## config.mk

```make
export PLATFORM = sky130hd
export DESIGN_NAME = mpwq_walker
export DESIGN_NICKNAME = d
export VERILOG_FILES = /design/src/hw/rtl/mpwq_pkg.sv /design/src/hw/rtl/mpwq_walker.sv
export SDC_FILE = /design/constraint.sdc
export NUM_CORES = 1
export LEC_CHECK = 0
export ABC_AREA = 1
export CORE_ASPECT_RATIO = 0.5
export CORE_MARGIN = 1
export CORE_UTILIZATION = 35
export CTS_CLUSTER_SIZE = 40
export DETAILED_ROUTE_END_ITERATION = 6
export DONT_BUFFER_PORTS = 1
export SYNTH_ARGS = -nofsm -noshare
export SYNTH_HDL_FRONTEND = slang
export SYNTH_SLANG_ARGS = --single-unit
```

## constraint.sdc

```tcl
create_clock -name clk -period 4.93 [get_ports clk]
set_input_delay 0.2465 -clock clk [delete_from_list [all_inputs] [get_ports clk]]
set_output_delay 0.2465 -clock clk [all_outputs]
set_load 0.02 [all_outputs]
```

## src/hw/rtl/mpwq_pkg.sv

```systemverilog
`timescale 1ns / 1ps
// mpwq_pkg: shared constants, codes and types of the 3d max pooling query block
// used by mpwq_walker and max_pool_window_query; no dependencies
package mpwq_pkg;

  localparam int MAX_SAMPLES  = 4096;
  localparam int SAMPLE_BITS  = 16;
  localparam int MAX_DIM      = 64;
  localparam int ADDR_BITS    = $clog2(MAX_SAMPLES);
  localparam int DIM_BITS     = 7;
  localparam int POS_BITS     = 6;
  localparam int WIN_BITS     = 4;
  localparam int COORD_BITS   = 10;
  localparam int DIMS_BITS    = 12;
  localparam int CFG_IDX_BITS = 3;

  localparam logic signed [SAMPLE_BITS-1:0] SAMPLE_MIN = {1'b1, {(SAMPLE_BITS-1){1'b0}}};

  localparam logic KIND_WRITE = 1'b0;
  localparam logic KIND_QUERY = 1'b1;

  localparam logic [CFG_IDX_BITS-1:0] REG_WIDTH        = 3'd0;
  localparam logic [CFG_IDX_BITS-1:0] REG_HEIGHT       = 3'd1;
  localparam logic [CFG_IDX_BITS-1:0] REG_DEPTH_PLANES = 3'd2;
  localparam logic [CFG_IDX_BITS-1:0] REG_WINDOW_DIMS  = 3'd3;
  localparam logic [CFG_IDX_BITS-1:0] REG_STRIDE_DIMS  = 3'd4;

  typedef enum logic {
    ST_IDLE,
    ST_SCAN
  } state_t;

  typedef struct packed {
    logic [DIM_BITS-1:0] dx;
    logic [DIM_BITS-1:0] dy;
    logic [DIM_BITS-1:0] dz;
    logic [WIN_BITS-1:0] wx;
    logic [WIN_BITS-1:0] wy;
    logic [WIN_BITS-1:0] wz;
    logic [WIN_BITS-1:0] sx;
    logic [WIN_BITS-1:0] sy;
    logic [WIN_BITS-1:0] sz;
  } vol_cfg_t;

  typedef struct packed {
    logic                 valid;
    logic [ADDR_BITS-1:0] addr;
  } rd_req_t;

  typedef struct packed {
    logic pending;
  } walk_status_t;

endpackage

```

## src/hw/rtl/mpwq_walker.sv

```systemverilog
`timescale 1ns / 1ps
// mpwq_walker: steps through the pooling window one position per cycle and
// turns in-range positions into linear sample memory read requests
// depends on mpwq_pkg
module mpwq_walker (
  input  logic                          clk,
  input  logic                          rst,
  input  logic                          go,
  input  logic [mpwq_pkg::POS_BITS-1:0] pos_x,
  input  logic [mpwq_pkg::POS_BITS-1:0] pos_y,
  input  logic [mpwq_pkg::POS_BITS-1:0] pos_z,
  input  mpwq_pkg::vol_cfg_t            cfg,
  output mpwq_pkg::rd_req_t             rd_req,
  output mpwq_pkg::walk_status_t        status
);
  import mpwq_pkg::*;

  logic                  walking;
  logic [WIN_BITS-1:0]   fx, fy, fz;
  logic [COORD_BITS-1:0] base_x, base_y, base_z;
  logic                  a_valid;
  logic [COORD_BITS-1:0] a_ix, a_iy, a_iz;
  logic                  b_valid;
  logic [COORD_BITS-1:0] b_ix;
  logic [ADDR_BITS-1:0]  b_t;
  logic                  last_x, last_y, last_z;
  logic                  a_in_range;

  assign last_x = (fx == cfg.wx - WIN_BITS'(1));
  assign last_y = (fy == cfg.wy - WIN_BITS'(1));
  assign last_z = (fz == cfg.wz - WIN_BITS'(1));

  assign a_in_range = (a_ix < COORD_BITS'(cfg.dx)) && (a_iy < COORD_BITS'(cfg.dy)) &&
                      (a_iz < COORD_BITS'(cfg.dz));

  // window counters and control
  always_ff @(posedge clk) begin
    if (rst) begin
      walking <= 1'b0;
      a_valid <= 1'b0;
      b_valid <= 1'b0;
    end else begin
      a_valid <= walking;
      b_valid <= a_valid && a_in_range;
      if (go) begin
        walking <= (cfg.wx != '0) && (cfg.wy != '0) && (cfg.wz != '0);
      end else if (walking && last_x && last_y && last_z) begin
        walking <= 1'b0;
      end
    end
  end

  always_ff @(posedge clk) begin
    if (go) begin
      fx     <= '0;
      fy     <= '0;
      fz     <= '0;
      base_x <= COORD_BITS'(pos_x) * COORD_BITS'(cfg.sx);
      base_y <= COORD_BITS'(pos_y) * COORD_BITS'(cfg.sy);
      base_z <= COORD_BITS'(pos_z) * COORD_BITS'(cfg.sz);
    end else if (walking) begin
      if (last_x) begin
        fx <= '0;
        if (last_y) begin
          fy <= '0;
          fz <= fz + WIN_BITS'(1);
        end else begin
          fy <= fy + WIN_BITS'(1);
        end
      end else begin
        fx <= fx + WIN_BITS'(1);
      end
    end
  end

  // coordinate and address pipeline
  always_ff @(posedge clk) begin
    a_ix <= base_x + COORD_BITS'(fx);
    a_iy <= base_y + COORD_BITS'(fy);
    a_iz <= base_z + COORD_BITS'(fz);
    b_ix <= a_ix;
    b_t  <= ADDR_BITS'(a_iy) + ADDR_BITS'(cfg.dy) * ADDR_BITS'(a_iz);
  end

  assign rd_req.valid   = b_valid;
  assign rd_req.addr    = ADDR_BITS'(b_ix) + ADDR_BITS'(cfg.dx) * b_t;
  assign status.pending = walking || a_valid || b_valid;

endmodule

```

==> results by group <==
STA
  – RSZ-0062 raised after global routing: no
  – Final Setup Violations: 0
  – Hold Fails Final Rpt: 0
  – Setup TNS: 0 ns
  – Final Max Slew Viols: 0
  – Relative slew slack: 50.4%
  – Achievable frequency: 0.216 GHz
  – Clock Skews: 0.00767 ns
  – Hold Slack: 0.0217 ns
  – Final period util: 94.0%
  – Fin crit period: 4.63 ns
  – Worst-margin pin slew: 0.738 ns

Cells and area
  – Total Nets Final: 1,573
  – Layout area overhead: 7.16%
  – Number of fill cells: 2,968
  – Number of diodes: 0
  – Share of layout cells above drive strength 1: 2.65%
  – Most frequent cells in the layout: 369 x inv_1, 300 x nand2_1, 121 x ha_1
  – Most common cell after layout, fill and taps aside: inv_1

Yosys
  – Largest cells by area after synthesis: fa_1 21%, ha_1 15%, inv_1 13%
  – Mapped Cells: 1,274
  – Top FF cell, synth: dfxtp_1
  – Mapped cell area: 10,300 µm²
  – Number of synthesized register bits: 97
  – Yosys warnings: 0
  – Top cell type's share of synthesized area: 21.2%
  – Number of synthesized flops with an enable pin: 30
  – Yosys top cell by area: fa_1
  – Yosys cell types: 45
  – Synthesized area per cell: 8.08 µm²
  – Post-Syn Nets: 1,570
  – Synth async-reset ratio: 0%
  – Seq/Total Area, Yosys: 21.8%

Clock tree
  – Clock H-tree levels: 3
  – Clock Path Buffers: 2
  – CTS tree: done
  – Clk Latency, worst-skew pair: 0.34 ns
  – Root buf cell: clkbuf_16
  – CTS buffer count: 9
  – Clock-pin slew on the worst setup and hold paths: 0.06 ns
  – Clock Sinks: 97

Worst setup path
  – CP Data Arrival Time: 4.39 ns
  – Required @ worst endpoint: 4.68 ns
  – Startpoint types: flop
  – CP max FO: 7
  – Crit path kind: flop to output pin
  – Crit end category: output pin

Drt
  – Initial DRC Count: 336
  – Vias: 7,319
  – Drt first pass iters: 5
  – DRC errors left: 0
  – DR vias/cell: 4.40
  – Post-route ant nets: 0
  – Routed WL: 19,900 µm
  – Post-detailed-route wirelength per cell: 12.0 µm

Floorplanning
  – Die Ht: 123 µm
  – Die X: 245 µm
  – Core area: 28,300 µm²
  – Die ar.: 30,100 µm²
  – I/O Pins: 80
  – Rows: 43
  – Initial Util: 36.4%

Placed design
  – Gpl congestion: 0.807
  – Number of port buffers: 0
  – Dpl hpwl: 17,000 µm

GRT
  – Largest net degree at the start of global routing: 21
  – Vias in the first global route: 7,111
  – Remaining Overflow, GRT: 0
  – Initial antenna violation count: 0
  – First-pass GRT wire length: 33,900 µm
  – All-Layer GR Usage: 14.0%

Worst hold path
  – Worst hold path class: primary input to flop

Run status
  – Status: finished, final reports clean

Run
  – Max cap viols: 0
-- layout make-up --
class	count	area, µm²	share of cell area (%)
well taps	382	478	4.33
inverters	371	1400	12.6
repair buffers	7	65.1	0.590
clock inverters	6	41.3	0.374
flip-flops and latches	97	2240	20.3
clock buffers	10	229	2.08
multi-input cells	791	6580	59.6
-- state kept, by name, summed over array words and instances (netlist names) --
register / count
a_iy: 10
b_t: 12
a_iz: 10
fx: 4
base_z: 10
fz: 4
base_y: 10
a_ix: 10
a_valid: 1
base_x: 10
b_valid: 1
b_ix: 10
fy: 4
walking: 1
-- cells by family after synthesis --
group	share of synthesized area [%]
simple gates	15.6
compound gates	5.06
xor+xnor	7.38
fa+ha+maj	35.9
buf+inv	14.3
flops	21.8
-- synth_stat cells (3+ instances only) --
cell,count
xor2_1,55
nand3_1,31
dfxtp_1,67
o21ai_0,16
edfxtp_1,30
a21oi_1,47
inv_1,369
clkbuf_1,7
nand2_1,300
a21oi_2,4
nor4_1,4
a31oi_1,7
buf_2,5
nor3_1,8
xnor2_1,28
nand4_1,6
fa_1,109
ha_1,121
o211ai_1,5
nor2_1,22
nor3b_1,3
-- timing repair --
item,4_1_cts,5_1_grt
endpoints found under the hold margin,14,2
setup buffers,0,0
resized for setup,0,1
hold buffers,3,2
endpoints found under the setup margin,0,1
-- stage by stage --
stage	worst slack, ns	utilization [%]	instances	cell area (µm²)
final	0.295	39.0	1664	11000
after global routing	0.0133	39.0	1664	11000
after CTS	0.228	38.9	1662	11000
after detailed placement	0.609	37.8	1643	10700
after global placement	0.672	37.8	1643	10700
after floorplan	0.766	-	1274	10300
-- per-layer routing --
| layer | routed length (µm) | global-route usage [%] | vias up |
|---|---|---|---|
| li1 | - | - | 3795 |
| met1 | 9650 | 18.8 | 3395 |
| met2 | 9020 | 23.4 | 118 |
| met3 | 1020 | 2.84 | 11 |
| met4 | 197 | 3.32 | 0 |
| met5 | 0 | 0 | - |
-- worst paths after layout --
kind         slack, ns    start  cells past startpoint   endpoint
max               0.30   b_t[1]                     16  rd_req[9]
min               0.02       go                      0  base_y[1]
max reg2reg       0.76  a_iz[4]                     17    b_t[11]
min reg2reg       0.36  a_ix[0]                      0    b_ix[0]
-- critical path, cell delays in order (launching register included) --
cell and delay, ns:
dfxtp_1 0.45, nand2_1 0.11, fa_1 0.50, fa_1 0.56, inv_1 0.06, fa_1 0.52, inv_1 0.05, fa_1 0.52
inv_1 0.04, ha_1 0.36, a21oi_1 0.17, nand2_1 0.08, a21oi_1 0.20, o21ai_0 0.11, nand2_1 0.08, nand3_1 0.06
nand2_1 0.17
Power is left out: the tool's default activity adds up to more than one toggle a clock period on the data nets, which glitch-free logic cannot reach.
